## config.mk

```make
export PLATFORM = sky130hd
export DESIGN_NAME = calendar_counter_last_sunday_top
export DESIGN_NICKNAME = d
export VERILOG_FILES = /design/src/rtl/ccls_pkg.sv /design/src/rtl/calendar_counter_last_sunday_top.sv /design/src/rtl/ccls_ctrl.sv /design/src/rtl/ccls_dp.sv
export SDC_FILE = /design/constraint.sdc
export NUM_CORES = 1
export LEC_CHECK = 0
export ABC_AREA = 1
export BUFFER_PORTS_ARGS = -buffer_cell sky130_fd_sc_hd__buf_4
export CAP_MARGIN = 40
export CORE_AREA = 8 8 146 148
export CTS_CLUSTER_DIAMETER = 30
export CTS_CLUSTER_SIZE = 28
export DETAILED_ROUTE_END_ITERATION = 12
export DIE_AREA = 0 0 154 156
export PLACE_DENSITY = 0.77
export SYNTH_ARGS = -nofsm -noshare
export SYNTH_HDL_FRONTEND = slang
export SYNTH_SLANG_ARGS = --single-unit
```

## constraint.sdc

```tcl
create_clock -name aclk -period 5 [get_ports aclk]
set_input_delay 0.75 -clock aclk [delete_from_list [all_inputs] [get_ports aclk]]
set_output_delay 0.75 -clock aclk [all_outputs]
set_load 0.05 [all_outputs]
```

## src/rtl/ccls_pkg.sv

```systemverilog
// shared types, constants and calendar helper functions for the calendar counter
package ccls_pkg;

    // field widths
    localparam int WDAY_W  = 3;
    localparam int DATE_W  = 5;
    localparam int MONTH_W = 4;
    localparam int YEAR_W  = 16;
    localparam int DAYS_W  = 9;
    localparam int ACT_W   = 2;

    localparam logic [WDAY_W-1:0]  WDAY_RESET  = WDAY_W'(1);
    localparam logic [DATE_W-1:0]  DATE_RESET  = DATE_W'(1);
    localparam logic [MONTH_W-1:0] MONTH_RESET = MONTH_W'(1);
    localparam logic [YEAR_W-1:0]  YEAR_RESET  = YEAR_W'(2000);

    localparam logic [WDAY_W-1:0]  SUNDAY    = WDAY_W'(7);
    localparam logic [MONTH_W-1:0] DECEMBER  = MONTH_W'(12);
    localparam logic [MONTH_W-1:0] FEBRUARY  = MONTH_W'(2);

    // divisibility by 25 over a 16-bit year: multiply by the inverse of 25 mod 2^16,
    // the value is a multiple of 25 exactly when the product is at most 65535 / 25
    localparam logic [YEAR_W-1:0] INV25     = 16'd23593;
    localparam logic [YEAR_W-1:0] DIV25_MAX = 16'd2621;

    typedef enum logic [ACT_W-1:0] {
        ACT_TICK  = 2'd0,
        ACT_SET   = 2'd1,
        ACT_QUERY = 2'd2,
        ACT_NONE  = 2'd3
    } act_t;

    typedef enum logic [3:0] {
        ST_IDLE,
        ST_LEAP_CUR,
        ST_LEAP_NXT,
        ST_EXEC,
        ST_QINIT,
        ST_QWALK,
        ST_SINIT,
        ST_SSTEP,
        ST_DONE
    } state_t;

    // controller to datapath
    typedef struct packed {
        logic capture;
        logic leap_cur;
        logic leap_nxt;
        logic exec;
        logic q_init;
        logic q_walk;
        logic s_init;
        logic s_step;
        logic res_load;
    } dp_cmd_t;

    // datapath to controller
    typedef struct packed {
        act_t act;
        logic target_ok;
        logic walk_done;
        logic step_done;
    } dp_sts_t;

    // gregorian leap rule with 4, 100 and 400
    function automatic logic is_leap(input logic [YEAR_W-1:0] y);
        logic [YEAR_W-1:0] prod;
        logic              div25;
        prod  = y * INV25;
        div25 = (prod <= DIV25_MAX);
        return ((y[1:0] == 2'b00) && !div25) || ((y[3:0] == 4'b0000) && div25);
    endfunction

    // days in a month, zero for a month code outside 1..12
    function automatic logic [DATE_W-1:0] month_len(input logic [MONTH_W-1:0] m,
                                                    input logic leap);
        logic [DATE_W-1:0] r;
        case (m) inside
            4'd2:                                  r = leap ? 5'd29 : 5'd28;
            4'd4, 4'd6, 4'd9, 4'd11:               r = 5'd30;
            4'd1, 4'd3, 4'd5, 4'd7, 4'd8, 4'd10,
            4'd12:                                 r = 5'd31;
            default:                               r = 5'd0;
        endcase
        return r;
    endfunction

    // next month index with wrap after december
    function automatic logic [MONTH_W-1:0] inc_month(input logic [MONTH_W-1:0] m);
        return (m == DECEMBER) ? MONTH_W'(1) : m + MONTH_W'(1);
    endfunction

    // remainder by 7 of a day count: 8 is 1 mod 7, so octal digits add up
    function automatic logic [2:0] mod7(input logic [DAYS_W-1:0] n);
        logic [4:0] s;
        logic [3:0] f;
        s = 5'(n[8:6]) + 5'(n[5:3]) + 5'(n[2:0]);
        f = 4'(s[4:3]) + 4'(s[2:0]);
        return (f >= 4'd7) ? 3'(f - 4'd7) : f[2:0];
    endfunction

endpackage

```

## src/rtl/calendar_counter_last_sunday_top.sv

```systemverilog
// top level of the calendar counter with last sunday query
//
// Input channel s_*: one command per transfer. s_action selects tick one day,
// load the calendar from the s_set_* fields, or query the last sunday of
// s_target_month (s_force_recalc counts to its next start even inside it).
// Result channel m_*: one transfer per command with the calendar after the
// command and, for a query, the days to the target month and the date of its
// last sunday (both zero otherwise).
// Steps: a tick or a load runs the leap check, the execute step and the
// final step; an unused code or a query with a target outside 1..12 goes
// from the leap check to the final step; a query runs both leap checks, the
// walk setup, the month walk (one month length added per step until the
// target month), the week-step setup, the week steps and the final step.
// One command is in work at a time and the next one is taken in the cycle
// after the result loads. s_ready is high whenever the sequencer is idle,
// also while a result waits.
// A stalled receiver holds the result register; the next command then runs up
// to its final step and waits there. Reset (aresetn low, synchronous) sets
// Monday 1 January 2000 and drops any pending result.
module calendar_counter_last_sunday_top (
    input  logic                             aclk,
    input  logic                             aresetn,
    input  logic                             s_valid,
    output logic                             s_ready,
    input  logic [ccls_pkg::ACT_W-1:0]       s_action,
    input  logic [ccls_pkg::WDAY_W-1:0]      s_set_weekday,
    input  logic [ccls_pkg::DATE_W-1:0]      s_set_day,
    input  logic [ccls_pkg::MONTH_W-1:0]     s_set_month,
    input  logic [ccls_pkg::YEAR_W-1:0]      s_set_year,
    input  logic [ccls_pkg::MONTH_W-1:0]     s_target_month,
    input  logic                             s_force_recalc,
    output logic                             m_valid,
    input  logic                             m_ready,
    output logic [ccls_pkg::WDAY_W-1:0]      m_weekday_now,
    output logic [ccls_pkg::DATE_W-1:0]      m_date_now,
    output logic [ccls_pkg::MONTH_W-1:0]     m_month_now,
    output logic [ccls_pkg::YEAR_W-1:0]      m_year_now,
    output logic [ccls_pkg::DAYS_W-1:0]      m_days_to_target,
    output logic [ccls_pkg::DATE_W-1:0]      m_last_sunday_date
);

    ccls_pkg::dp_cmd_t cmd;
    ccls_pkg::dp_sts_t sts;

    // sequencer
    ccls_ctrl u_ctrl (
        .aclk    (aclk),
        .aresetn (aresetn),
        .s_valid (s_valid),
        .s_ready (s_ready),
        .m_valid (m_valid),
        .m_ready (m_ready),
        .sts     (sts),
        .cmd     (cmd)
    );

    // calendar datapath
    ccls_dp u_dp (
        .aclk               (aclk),
        .aresetn            (aresetn),
        .cmd                (cmd),
        .sts                (sts),
        .s_action           (s_action),
        .s_set_weekday      (s_set_weekday),
        .s_set_day          (s_set_day),
        .s_set_month        (s_set_month),
        .s_set_year         (s_set_year),
        .s_target_month     (s_target_month),
        .s_force_recalc     (s_force_recalc),
        .m_weekday_now      (m_weekday_now),
        .m_date_now         (m_date_now),
        .m_month_now        (m_month_now),
        .m_year_now         (m_year_now),
        .m_days_to_target   (m_days_to_target),
        .m_last_sunday_date (m_last_sunday_date)
    );

endmodule

```

## src/rtl/ccls_ctrl.sv

```systemverilog
// sequencer and handshake control for the calendar counter
module ccls_ctrl (
    input  logic              aclk,
    input  logic              aresetn,
    input  logic              s_valid,
    output logic              s_ready,
    output logic              m_valid,
    input  logic              m_ready,
    input  ccls_pkg::dp_sts_t sts,
    output ccls_pkg::dp_cmd_t cmd
);

    ccls_pkg::state_t state_reg, state_next;
    logic             m_valid_reg, m_valid_next;
    logic             out_free;

    assign out_free = !m_valid_reg || m_ready;

    // next state
    always_comb begin
        state_next = state_reg;
        unique case (state_reg)
            ccls_pkg::ST_IDLE: begin
                if (s_valid) state_next = ccls_pkg::ST_LEAP_CUR;
            end
            ccls_pkg::ST_LEAP_CUR: begin
                if (sts.act == ccls_pkg::ACT_TICK || sts.act == ccls_pkg::ACT_SET) begin
                    state_next = ccls_pkg::ST_EXEC;
                end else if (sts.act == ccls_pkg::ACT_QUERY && sts.target_ok) begin
                    state_next = ccls_pkg::ST_LEAP_NXT;
                end else begin
                    state_next = ccls_pkg::ST_DONE;
                end
            end
            ccls_pkg::ST_LEAP_NXT: state_next = ccls_pkg::ST_QINIT;
            ccls_pkg::ST_EXEC:     state_next = ccls_pkg::ST_DONE;
            ccls_pkg::ST_QINIT:    state_next = ccls_pkg::ST_QWALK;
            ccls_pkg::ST_QWALK: begin
                if (sts.walk_done) state_next = ccls_pkg::ST_SINIT;
            end
            ccls_pkg::ST_SINIT:    state_next = ccls_pkg::ST_SSTEP;
            ccls_pkg::ST_SSTEP: begin
                if (sts.step_done) state_next = ccls_pkg::ST_DONE;
            end
            ccls_pkg::ST_DONE: begin
                if (out_free) state_next = ccls_pkg::ST_IDLE;
            end
            default: state_next = ccls_pkg::ST_IDLE;
        endcase
    end

    // datapath commands
    always_comb begin
        cmd     = '0;
        s_ready = 1'b0;
        unique case (state_reg)
            ccls_pkg::ST_IDLE: begin
                s_ready     = 1'b1;
                cmd.capture = s_valid;
            end
            ccls_pkg::ST_LEAP_CUR: cmd.leap_cur = 1'b1;
            ccls_pkg::ST_LEAP_NXT: cmd.leap_nxt = 1'b1;
            ccls_pkg::ST_EXEC:     cmd.exec     = 1'b1;
            ccls_pkg::ST_QINIT:    cmd.q_init   = 1'b1;
            ccls_pkg::ST_QWALK:    cmd.q_walk   = 1'b1;
            ccls_pkg::ST_SINIT:    cmd.s_init   = 1'b1;
            ccls_pkg::ST_SSTEP:    cmd.s_step   = 1'b1;
            ccls_pkg::ST_DONE:     cmd.res_load = out_free;
            default:               cmd          = '0;
        endcase
    end

    // result valid: set on load, cleared on transfer
    always_comb begin
        m_valid_next = m_valid_reg;
        if (cmd.res_load) begin
            m_valid_next = 1'b1;
        end else if (m_ready) begin
            m_valid_next = 1'b0;
        end
    end

    always_ff @(posedge aclk) begin
        if (!aresetn) begin
            state_reg   <= ccls_pkg::ST_IDLE;
            m_valid_reg <= 1'b0;
        end else begin
            state_reg   <= state_next;
            m_valid_reg <= m_valid_next;
        end
    end

    assign m_valid = m_valid_reg;

endmodule

```

## src/rtl/ccls_dp.sv

```systemverilog
// calendar state, leap unit, month walk and last sunday stepping
module ccls_dp (
    input  logic                             aclk,
    input  logic                             aresetn,
    input  ccls_pkg::dp_cmd_t                cmd,
    output ccls_pkg::dp_sts_t                sts,
    input  logic [ccls_pkg::ACT_W-1:0]       s_action,
    input  logic [ccls_pkg::WDAY_W-1:0]      s_set_weekday,
    input  logic [ccls_pkg::DATE_W-1:0]      s_set_day,
    input  logic [ccls_pkg::MONTH_W-1:0]     s_set_month,
    input  logic [ccls_pkg::YEAR_W-1:0]      s_set_year,
    input  logic [ccls_pkg::MONTH_W-1:0]     s_target_month,
    input  logic                             s_force_recalc,
    output logic [ccls_pkg::WDAY_W-1:0]      m_weekday_now,
    output logic [ccls_pkg::DATE_W-1:0]      m_date_now,
    output logic [ccls_pkg::MONTH_W-1:0]     m_month_now,
    output logic [ccls_pkg::YEAR_W-1:0]      m_year_now,
    output logic [ccls_pkg::DAYS_W-1:0]      m_days_to_target,
    output logic [ccls_pkg::DATE_W-1:0]      m_last_sunday_date
);

    // calendar state
    logic [ccls_pkg::WDAY_W-1:0]  weekday_reg, weekday_next;
    logic [ccls_pkg::DATE_W-1:0]  date_reg, date_next;
    logic [ccls_pkg::MONTH_W-1:0] month_reg, month_next;
    logic [ccls_pkg::YEAR_W-1:0]  year_reg, year_next;

    // captured item
    ccls_pkg::act_t               act_reg, act_next;
    logic [ccls_pkg::WDAY_W-1:0]  set_wd_reg, set_wd_next;
    logic [ccls_pkg::DATE_W-1:0]  set_day_reg, set_day_next;
    logic [ccls_pkg::MONTH_W-1:0] set_mon_reg, set_mon_next;
    logic [ccls_pkg::YEAR_W-1:0]  set_year_reg, set_year_next;
    logic [ccls_pkg::MONTH_W-1:0] tgt_reg, tgt_next;
    logic                         recalc_reg, recalc_next;

    // work registers
    logic                         leap_cur_reg, leap_cur_next;
    logic                         leap_nxt_reg, leap_nxt_next;
    logic [ccls_pkg::MONTH_W-1:0] mon_idx_reg, mon_idx_next;
    logic                         nysel_reg, nysel_next;
    logic                         cond_reg, cond_next;
    logic [ccls_pkg::DAYS_W-1:0]  acc_reg, acc_next;
    logic [ccls_pkg::DATE_W-1:0]  dt_reg, dt_next;
    logic [ccls_pkg::DATE_W-1:0]  len_reg, len_next;

    // result registers
    logic [ccls_pkg::WDAY_W-1:0]  out_wd_reg, out_wd_next;
    logic [ccls_pkg::DATE_W-1:0]  out_date_reg, out_date_next;
    logic [ccls_pkg::MONTH_W-1:0] out_mon_reg, out_mon_next;
    logic [ccls_pkg::YEAR_W-1:0]  out_year_reg, out_year_next;
    logic [ccls_pkg::DAYS_W-1:0]  out_days_reg, out_days_next;
    logic [ccls_pkg::DATE_W-1:0]  out_sun_reg, out_sun_next;

    // shared combinational terms
    logic [ccls_pkg::YEAR_W-1:0]  leap_in;
    logic                         leap_bit;
    logic [ccls_pkg::DATE_W-1:0]  cur_len;
    logic                         walk_leap;
    logic [ccls_pkg::DATE_W-1:0]  walk_len;
    logic [ccls_pkg::DATE_W-1:0]  tgt_len;
    logic [5:0]                   sun_guess;
    logic                         cond;
    logic [ccls_pkg::MONTH_W-1:0] mon_s;
    logic [ccls_pkg::DATE_W-1:0]  len_s;
    logic [ccls_pkg::DATE_W-1:0]  day_s;
    logic [3:0]                   first_wd;
    logic [5:0]                   dt0;

    // one leap unit, year chosen by the sequencer step and, for a load, the set year
    always_comb begin
        if (cmd.leap_nxt) begin
            leap_in = year_reg + ccls_pkg::YEAR_W'(1);
        end else if (act_reg == ccls_pkg::ACT_SET) begin
            leap_in = set_year_reg;
        end else begin
            leap_in = year_reg;
        end
        leap_bit = ccls_pkg::is_leap(leap_in);
    end

    assign cur_len   = ccls_pkg::month_len(month_reg, leap_cur_reg);
    assign walk_leap = nysel_reg ? leap_nxt_reg : leap_cur_reg;
    assign walk_len  = ccls_pkg::month_len(mon_idx_reg, walk_leap);
    assign tgt_len   = ccls_pkg::month_len(tgt_reg, walk_leap);
    // date of the coming sunday counted from today (today itself on a sunday), may lie past the month end
    assign sun_guess = 6'(date_reg) + 6'd7 - 6'(weekday_reg);
    assign cond      = (month_reg != tgt_reg) || (sun_guess > 6'(cur_len)) || recalc_reg;

    // sanitized load values
    always_comb begin
        mon_s = set_mon_reg;
        if (set_mon_reg == '0 || set_mon_reg > ccls_pkg::DECEMBER) mon_s = ccls_pkg::MONTH_W'(1);
        len_s = ccls_pkg::month_len(mon_s, leap_cur_reg);
        day_s = (set_day_reg == '0) ? ccls_pkg::DATE_W'(1) : set_day_reg;
        if (day_s > len_s) day_s = len_s;
    end

    // first sunday candidate in the target month
    always_comb begin
        first_wd = 4'(ccls_pkg::mod7(acc_reg)) + 4'(weekday_reg);
        if (first_wd > 4'd7) first_wd = first_wd - 4'd7;
        dt0 = sun_guess;
        if (dt0 > 6'(tgt_len)) dt0 = dt0 - 6'd7;
    end

    // status
    assign sts.act       = act_reg;
    assign sts.target_ok = (tgt_reg != '0) && (tgt_reg <= ccls_pkg::DECEMBER);
    assign sts.walk_done = (mon_idx_reg == tgt_reg);
    assign sts.step_done = (6'(dt_reg) + 6'd7) > 6'(len_reg);

    // next values
    always_comb begin
        weekday_next  = weekday_reg;
        date_next     = date_reg;
        month_next    = month_reg;
        year_next     = year_reg;
        act_next      = act_reg;
        set_wd_next   = set_wd_reg;
        set_day_next  = set_day_reg;
        set_mon_next  = set_mon_reg;
        set_year_next = set_year_reg;
        tgt_next      = tgt_reg;
        recalc_next   = recalc_reg;
        leap_cur_next = leap_cur_reg;
        leap_nxt_next = leap_nxt_reg;
        mon_idx_next  = mon_idx_reg;
        nysel_next    = nysel_reg;
        cond_next     = cond_reg;
        acc_next      = acc_reg;
        dt_next       = dt_reg;
        len_next      = len_reg;
        out_wd_next   = out_wd_reg;
        out_date_next = out_date_reg;
        out_mon_next  = out_mon_reg;
        out_year_next = out_year_reg;
        out_days_next = out_days_reg;
        out_sun_next  = out_sun_reg;

        // input transfer
        if (cmd.capture) begin
            act_next      = ccls_pkg::act_t'(s_action);
            set_wd_next   = s_set_weekday;
            set_day_next  = s_set_day;
            set_mon_next  = s_set_month;
            set_year_next = s_set_year;
            tgt_next      = s_target_month;
            recalc_next   = s_force_recalc;
            acc_next      = '0;
            dt_next       = '0;
        end

        if (cmd.leap_cur) leap_cur_next = leap_bit;
        if (cmd.leap_nxt) leap_nxt_next = leap_bit;

        // tick one day or load the calendar
        if (cmd.exec) begin
            if (act_reg == ccls_pkg::ACT_TICK) begin
                weekday_next = (weekday_reg == ccls_pkg::SUNDAY) ?
                               ccls_pkg::WDAY_W'(1) : weekday_reg + ccls_pkg::WDAY_W'(1);
                if (date_reg >= cur_len) begin
                    date_next = ccls_pkg::DATE_W'(1);
                    if (month_reg == ccls_pkg::DECEMBER) begin
                        month_next = ccls_pkg::MONTH_W'(1);
                        year_next  = year_reg + ccls_pkg::YEAR_W'(1);
                    end else begin
                        month_next = month_reg + ccls_pkg::MONTH_W'(1);
                    end
                end else begin
                    date_next = date_reg + ccls_pkg::DATE_W'(1);
                end
            end else begin
                weekday_next = (set_wd_reg == '0) ? ccls_pkg::WDAY_W'(1) : set_wd_reg;
                date_next    = day_s;
                month_next   = mon_s;
                year_next    = set_year_reg;
            end
        end

        // query setup: rest of this month plus one, or nothing when staying in it
        if (cmd.q_init) begin
            cond_next = cond;
            if (cond) begin
                acc_next     = ccls_pkg::DAYS_W'(cur_len - date_reg) + ccls_pkg::DAYS_W'(1);
                mon_idx_next = ccls_pkg::inc_month(month_reg);
                nysel_next   = (month_reg == ccls_pkg::DECEMBER);
            end else begin
                acc_next     = '0;
                mon_idx_next = tgt_reg;
                nysel_next   = 1'b0;
            end
        end

        // one whole month per cycle until the target month
        if (cmd.q_walk && !sts.walk_done) begin
            acc_next     = acc_reg + ccls_pkg::DAYS_W'(walk_len);
            nysel_next   = nysel_reg | (mon_idx_reg == ccls_pkg::DECEMBER);
            mon_idx_next = ccls_pkg::inc_month(mon_idx_reg);
        end

        // first sunday of the target month, or the coming one inside it
        if (cmd.s_init) begin
            len_next = tgt_len;
            if (cond_reg) begin
                dt_next = ccls_pkg::DATE_W'(4'd8 - first_wd);
            end else begin
                dt_next = ccls_pkg::DATE_W'(dt0);
            end
        end

        // one week per cycle up to the last sunday
        if (cmd.s_step && !sts.step_done) begin
            dt_next = dt_reg + ccls_pkg::DATE_W'(7);
        end

        // result register
        if (cmd.res_load) begin
            out_wd_next   = weekday_reg;
            out_date_next = date_reg;
            out_mon_next  = month_reg;
            out_year_next = year_reg;
            out_days_next = acc_reg;
            out_sun_next  = dt_reg;
        end
    end

    // calendar state with reset
    always_ff @(posedge aclk) begin
        if (!aresetn) begin
            weekday_reg <= ccls_pkg::WDAY_RESET;
            date_reg    <= ccls_pkg::DATE_RESET;
            month_reg   <= ccls_pkg::MONTH_RESET;
            year_reg    <= ccls_pkg::YEAR_RESET;
        end else begin
            weekday_reg <= weekday_next;
            date_reg    <= date_next;
            month_reg   <= month_next;
            year_reg    <= year_next;
        end
    end

    // payload, work and result registers
    always_ff @(posedge aclk) begin
        act_reg      <= act_next;
        set_wd_reg   <= set_wd_next;
        set_day_reg  <= set_day_next;
        set_mon_reg  <= set_mon_next;
        set_year_reg <= set_year_next;
        tgt_reg      <= tgt_next;
        recalc_reg   <= recalc_next;
        leap_cur_reg <= leap_cur_next;
        leap_nxt_reg <= leap_nxt_next;
        mon_idx_reg  <= mon_idx_next;
        nysel_reg    <= nysel_next;
        cond_reg     <= cond_next;
        acc_reg      <= acc_next;
        dt_reg       <= dt_next;
        len_reg      <= len_next;
        out_wd_reg   <= out_wd_next;
        out_date_reg <= out_date_next;
        out_mon_reg  <= out_mon_next;
        out_year_reg <= out_year_next;
        out_days_reg <= out_days_next;
        out_sun_reg  <= out_sun_next;
    end

    assign m_weekday_now      = out_wd_reg;
    assign m_date_now         = out_date_reg;
    assign m_month_now        = out_mon_reg;
    assign m_year_now         = out_year_reg;
    assign m_days_to_target   = out_days_reg;
    assign m_last_sunday_date = out_sun_reg;

endmodule

```

# Word-level counts from Yosys, hierarchy flattened
# Index checks and enable logic that the tools add are counted.
word_totals:
  regBits: 137
  in_bits: 39
  output_inout_bits: 44
  elab_cells: 233
classes:
  addsub: 20
  mul: 1
  magnitude_cmp: 10
  eq_ne: 67
  muxes: 68
  bitwise_logic: 1
  n_reduce_logical: 39
op_table:
  columns: ["operator", "count"]
  rows:
  - ["5-bit 2-to-1 mux", 21]
  - ["4-bit equality test, second input constant", 21]
  - ["4-bit by 3-bit equality test with 1-bit output, second input constant", 20]
  - ["16-bit 2-to-1 mux", 5]
  - ["4-bit 2-to-1 mux", 15]
  - ["4-bit by 2-bit equality test with 1-bit output, second input constant", 10]
  - ["9-bit 2-to-1 mux", 4]
  - ["4-bit one-hot mux with 9 select lines", 1]
  - ["7-bit OR reduction", 4]
  - ["4-bit by 1-bit equality test with 1-bit output, second input constant", 5]
  - ["6-bit by 5-bit greater-than comparator with 1-bit output", 3]
  - ["1-bit 2-to-1 mux", 18]
  - ["16-bit by 1-bit adder with 16-bit output, second input constant", 1]
  - ["16-bit by 12-bit less-or-equal comparator with 1-bit output, second input constant", 1]
  - ["16-bit by 15-bit multiplier with 16-bit output, second input constant", 1]
  - ["4-bit OR reduction", 4]
  - ["5-bit by 3-bit adder with 6-bit output, second input constant", 2]
  - ["4-bit logical NOT", 3]
  - ["3-bit 2-to-1 mux", 4]
  - ["2-bit by 1-bit != test with 1-bit output, second input constant", 5]
  - ["9-bit by 1-bit adder with 9-bit output, second input constant", 1]
  - ["9-bit by 5-bit adder with 9-bit output", 1]
  - ["3-bit by 3-bit adder with 4-bit output", 2]
  - ["4-bit by 1-bit adder with 4-bit output, second input constant", 2]
  - ["other kinds (36)", 52]

# Logic depth before layout (Yosys ltp)
depth:
  ltp_word: 12
  mapped_depth: 33
  ltp_nobuf: 32

# Modules after synthesis
# A second synthesis with hierarchy kept.
unflattened:
  cells_unflattened: 1169
  hier_area_um2: 10124.7
by_module_without_submodules:
  columns: ["mod", "instances", "cells_each", "area_each_um2", "seq_area_each_um2"]
  rows:
  - ["ccls_dp", 1, 1102, 9720.6, 3623.5]
  - ["ccls_ctrl", 1, 67, 404.1, 100.1]

# Worst setup path before layout
# OpenSTA, ideal clock, no wires.
synth_path:
  path_kind: "in2reg"
  start: "input port m_ready"
  end: "register u_dp.out_date_reg (netlist bit u_dp.m_date_now[0]), enable pin"
  setup_ps: 546
  arrival_ps: 4823
  t_required_ps: 4454
  path_slack_ps: -369
  path_stages: 2
  path_buffers: 0
  path_cell_list: "nor2_1 nor4_1"
synth_lines:
  columns: ["element", "line", "text"]
  rows:
  - ["start, declared", "calendar_counter_last_sunday_top.sv:33", "input logic m_ready,"]
  - ["end signal, assigned", "ccls_dp.sv:261", "out_date_reg <= out_date_next;"]
  - ["end, declared", "ccls_dp.sv:49", "logic [ccls_pkg::DATE_W-1:0] out_date_reg, out_date_next;"]

# Final worst setup path
layout_path:
  start: "register u_dp.act_reg[1]"
  end: "register u_dp.leap_nxt_reg (data pin)"
layout_between:
  elab_chain_cells: 8
  elab_cells_between_ends: 11
  cone_classes: "mul (1); order compare (1); eq/ne (1); mux (2); reduce/logical (6)"
layout_lines:
  columns: ["element", "line", "text"]
  rows:
  - ["start, declared", "ccls_dp.sv:29", "ccls_pkg::act_t act_reg, act_next;"]
  - ["start signal, assigned", "ccls_dp.sv:245", "act_reg <= act_next;"]
  - ["2-bit by 1-bit equality test with 1-bit output *", "ccls_dp.sv:74", "end else if (act_reg == ccls_pkg::ACT_SET) begin"]
  - ["16-bit 2-to-1 mux *", "ccls_dp.sv:74", null]
  - ["16-bit 2-to-1 mux *", "ccls_dp.sv:72", "if (cmd.leap_nxt) begin"]
  - ["16-bit by 15-bit multiplier with 16-bit output", "ccls_pkg.sv:70", "prod = y * INV25;"]
  - ["16-bit by 12-bit less-or-equal comparator with 1-bit output", "ccls_pkg.sv:71", "div25 = (prod <= DIV25_MAX);"]
  - ["1-bit logical NOT", "ccls_pkg.sv:72", "return ((y[1:0] == 2'b00) && !div25) || ((y[3:0] == 4'b0000) && div25);"]
  - ["1-bit logical AND", "ccls_pkg.sv:72", null]
  - ["1-bit logical OR *", "ccls_pkg.sv:72", null]
  - ["net u_dp.leap_bit", "ccls_dp.sv:57", "logic leap_bit;"]
  - ["end signal, assigned", "ccls_dp.sv:253", "leap_nxt_reg <= leap_nxt_next;"]
  - ["end, declared", "ccls_dp.sv:39", "logic leap_nxt_reg, leap_nxt_next;"]
# The timed path passes the listed nets; every way through them passes the cells marked *.
# A chain may end at the register's enable or synchronous reset.

==> results.ini <==
[yosys]
yosysSeqAreaShare_pct = 36.56
synth.cells.most_frequent = 216 x sky130_fd_sc_hd__nand2_1, 209 x sky130_fd_sc_hd__inv_1, 129 x sky130_fd_sc_hd__ha_1
count_of_state_elements_after_synthesis = 135
netlist.area_leader.share_pct = 30.07
synth-async-reset-ratio_pct = 0
netlist.top_cell.by_area = sky130_fd_sc_hd__edfxtp_1
synthMostInstantiatedCell = sky130_fd_sc_hd__nand2_1
synth_ff_type = sky130_fd_sc_hd__edfxtp_1
syn_inst = 1210
synth.top_cells.by_area = sky130_fd_sc_hd__edfxtp_1 30%, sky130_fd_sc_hd__ha_1 16%, sky130_fd_sc_hd__nand2_1 8.0%
yosysWarnings = 0
post_synth_instance_area_mm2 = 0.01019
post_synth.cell_area_avg_um2 = 8.418
post_synth_num_cell_types = 50
synth_enable_flop_cells = 102

[run_status]
status = finished, violations left
violated_checks = setup timing

[critical_path]
critPathMaxStageDelay_ns = 0.46
cp_slowest_cell = sky130_fd_sc_hd__edfxtp_1
worst_setup_start_kind = flip-flop
timing.critical_path.buf_inv = 29
cpLargestDelayFamily = buffers and inverters
worst-endpoint-required_ns = 5.19
worstSetupStartpoint = u_dp.act_reg[1]$_DFFE_PP_
cp_most_frequent_cell = sky130_fd_sc_hd__buf_4
critPathKind = flip-flop to flip-flop
end_kind = flip-flop
worstPathMaxFanout = 6
worst_r2r_startpoint = u_dp.act_reg[1]$_DFFE_PP_
crit_arrival_ns = 5.62

[drt]
remaining_drc_errors = 0
drtIter0Drc = 686
first_pass_iters = 5
viasPerCell = 5.465
postRouteWirelength_mm = 26.95
num_vias = 9077
detail_routed_net_length_per_standard_cell_um = 16.22
drt.antenna.violating_nets = 0

[global_route]
grt_first_pass_wirelength_mm = 43.26
vias_in_the_first_global_route = 9064
globalRouteTotalUtil_pct = 22.41
antenna_found_initial = 0
gr-total-overflow = 0
grt_max_degree = 36

[sta]
final_min_period_over_clock_period_pct = 108.6
pins_over_their_slew_limit = 0
timing.final.hold_violations = 0
worstMarginPinSlew_ns = 0.5890
clock_skew_ns = 0.008705
fmax_ghz = 0.1842
rsz0062_at_grt = true
slew-limit-headroom_pct = 60.69
finalWorstPathRequiredPeriod_ns = 5.430
setup_ws_ns = -0.4296
report.final.setup_viol = 3

[flow_run]
maxCapViolations = 0

[cells_and_area]
drive_above_1_share_pct = 24.53
insertedDiodeCount = 0
layout-area-overhead-vs-synth_pct = 27.16
final_cell_count_no_fill = 1661
nNetsFinal = 1603

[place]
io_buffer_count = 82
post-place-cells = 1584
dpl.hpwl_mm = 19.45
place_congestion = 0.9257

[worst_hold_path]
hold_start = u_dp.date_reg[4]$_SDFFE_PN0P_
hold_path_class = flip-flop to flip-flop

[floorplanning]
boundaryPins = 83
start_util_pct = 53.39
fp-row-count = 51
die_h_um = 156
core_mm2 = 0.01908
die_outline_area_mm2 = 0.02402
fp.dieW_um = 154

[cts]
ctsHtreeMaxLevel = 4
clock_tree_from_tritoncts = done
cts-buffers-inserted = 17
worstSkewPairLatency_ns = 0.44
cts_buffer_depth = 2
cts.clk_slew.worst_paths_ns = 0.06
clock_root_buffer_master = sky130_fd_sc_hd__clkbuf_16
cts_sinks = 135

cells in the final DEF, fill, tap and decap left out, types with 4 or more instances in the layout:
cell                        synthesis  layout
sky130_fd_sc_hd__nand3b_1           6       6
sky130_fd_sc_hd__inv_2              7      15
sky130_fd_sc_hd__ha_4               0      11
sky130_fd_sc_hd__or2_2              4       4
sky130_fd_sc_hd__nand3_1           66      59
sky130_fd_sc_hd__xor2_2             0       6
sky130_fd_sc_hd__dfxtp_1           33      30
sky130_fd_sc_hd__nor2_1            88      82
sky130_fd_sc_hd__inv_1            209     201
sky130_fd_sc_hd__nand2_1          216     202
sky130_fd_sc_hd__a31oi_1           11      11
sky130_fd_sc_hd__nand3_2            2       8
sky130_fd_sc_hd__o21ai_2            1       8
sky130_fd_sc_hd__o211ai_1          18      18
sky130_fd_sc_hd__nand2_2           10      21
sky130_fd_sc_hd__fa_1              25      22
sky130_fd_sc_hd__edfxtp_1         102     102
sky130_fd_sc_hd__ha_1             129     113
sky130_fd_sc_hd__nand4_1           11      11
sky130_fd_sc_hd__o22ai_1            4       4
sky130_fd_sc_hd__xnor2_1           17      17
sky130_fd_sc_hd__clkbuf_16          0      17
sky130_fd_sc_hd__ha_2               0       5
sky130_fd_sc_hd__nor2_2             3       5
sky130_fd_sc_hd__o21ai_1            4      12
sky130_fd_sc_hd__nor3_1            12      12
sky130_fd_sc_hd__xor2_1            22      16
sky130_fd_sc_hd__a21oi_1           63      56
sky130_fd_sc_hd__o31ai_1            8       8
sky130_fd_sc_hd__buf_4              3     199
sky130_fd_sc_hd__o21ai_0           87      72
sky130_fd_sc_hd__a21oi_2            0       7
sky130_fd_sc_hd__nor2_4             3       7
worst paths after layout:
check / to / slack, ns / cells past startpoint
min reg2reg: u_dp.m_date_now[4]$_DFFE_PP_ / 0.48 / 0
min: u_dp.m_date_now[4]$_DFFE_PP_ / 0.48 / 0
max reg2reg: u_dp.leap_nxt_reg$_DFFE_PP_ / -0.43 / 42
max: u_dp.leap_nxt_reg$_DFFE_PP_ / -0.43 / 42
cell families (layout without fill, tap and decap cells):
logic type	count (synthesis)	count (layout)	synth area share, %
AOI/OAI and AO/OA	209	209	11.53
xor gates and xnor gates	39	39	3.353
adders and majority gates	154	154	20.76
buffers and inverters	242	453	9.237
DFF	135	135	36.56
muxes	2	2	0.2088
other	1	3	0.03682
and+or+nand+nor	428	428	18.31
through the flow:
stage	setup slack [ns]	util (%)	area, um^2	hold WS [ns]	setup TNS (ns)
CTS	-0.04166	66.29	12650	0.4702	-0.08621
finish	-0.4296	67.89	12950	0.4789	-0.9082
detailed placement	-0.3122	61.28	11690	0.4554	-1.025
global placement	-0.1753	61.13	11660	0.4509	-0.6403
floorplan	0.007216	-	10270	0.4249	0
global route	-0.5360	67.89	12950	0.4769	-1.830
layer usage:
layer	up-vias	wire (um)	GRT usage (%)
li1	4426	-	-
met1	4205	10350	24.23
met2	352	13790	40.50
met3	94	1576	4.266
met4	0	1234	12.79
met5	-	0	0
layout make-up:
type / count / area, um^2
Clock buffer: 21 / 460.4
Timing Repair Buffer: 204 / 1593
Multi-Input combinational cell: 835 / 5949
Sequential cell: 135 / 3732
Tap cell: 238 / 297.8
Inverter: 217 / 817.0
Clock inverter: 11 / 102.6
Fill cell: 1408 / 6127
what timing repair did:
item | 4_1_cts | 5_1_grt
hold buffers | 0 | 0
gates resized for setup | 38 | 59
pin swaps | 26 | 47
setup buffers | 34 | 11
setup endpoints to repair | 6 | 6
hold endpoints to repair | 0 | 0
Power is not shown: default switching activity piles up to over one toggle a cycle in this logic, so the estimate is an artifact.
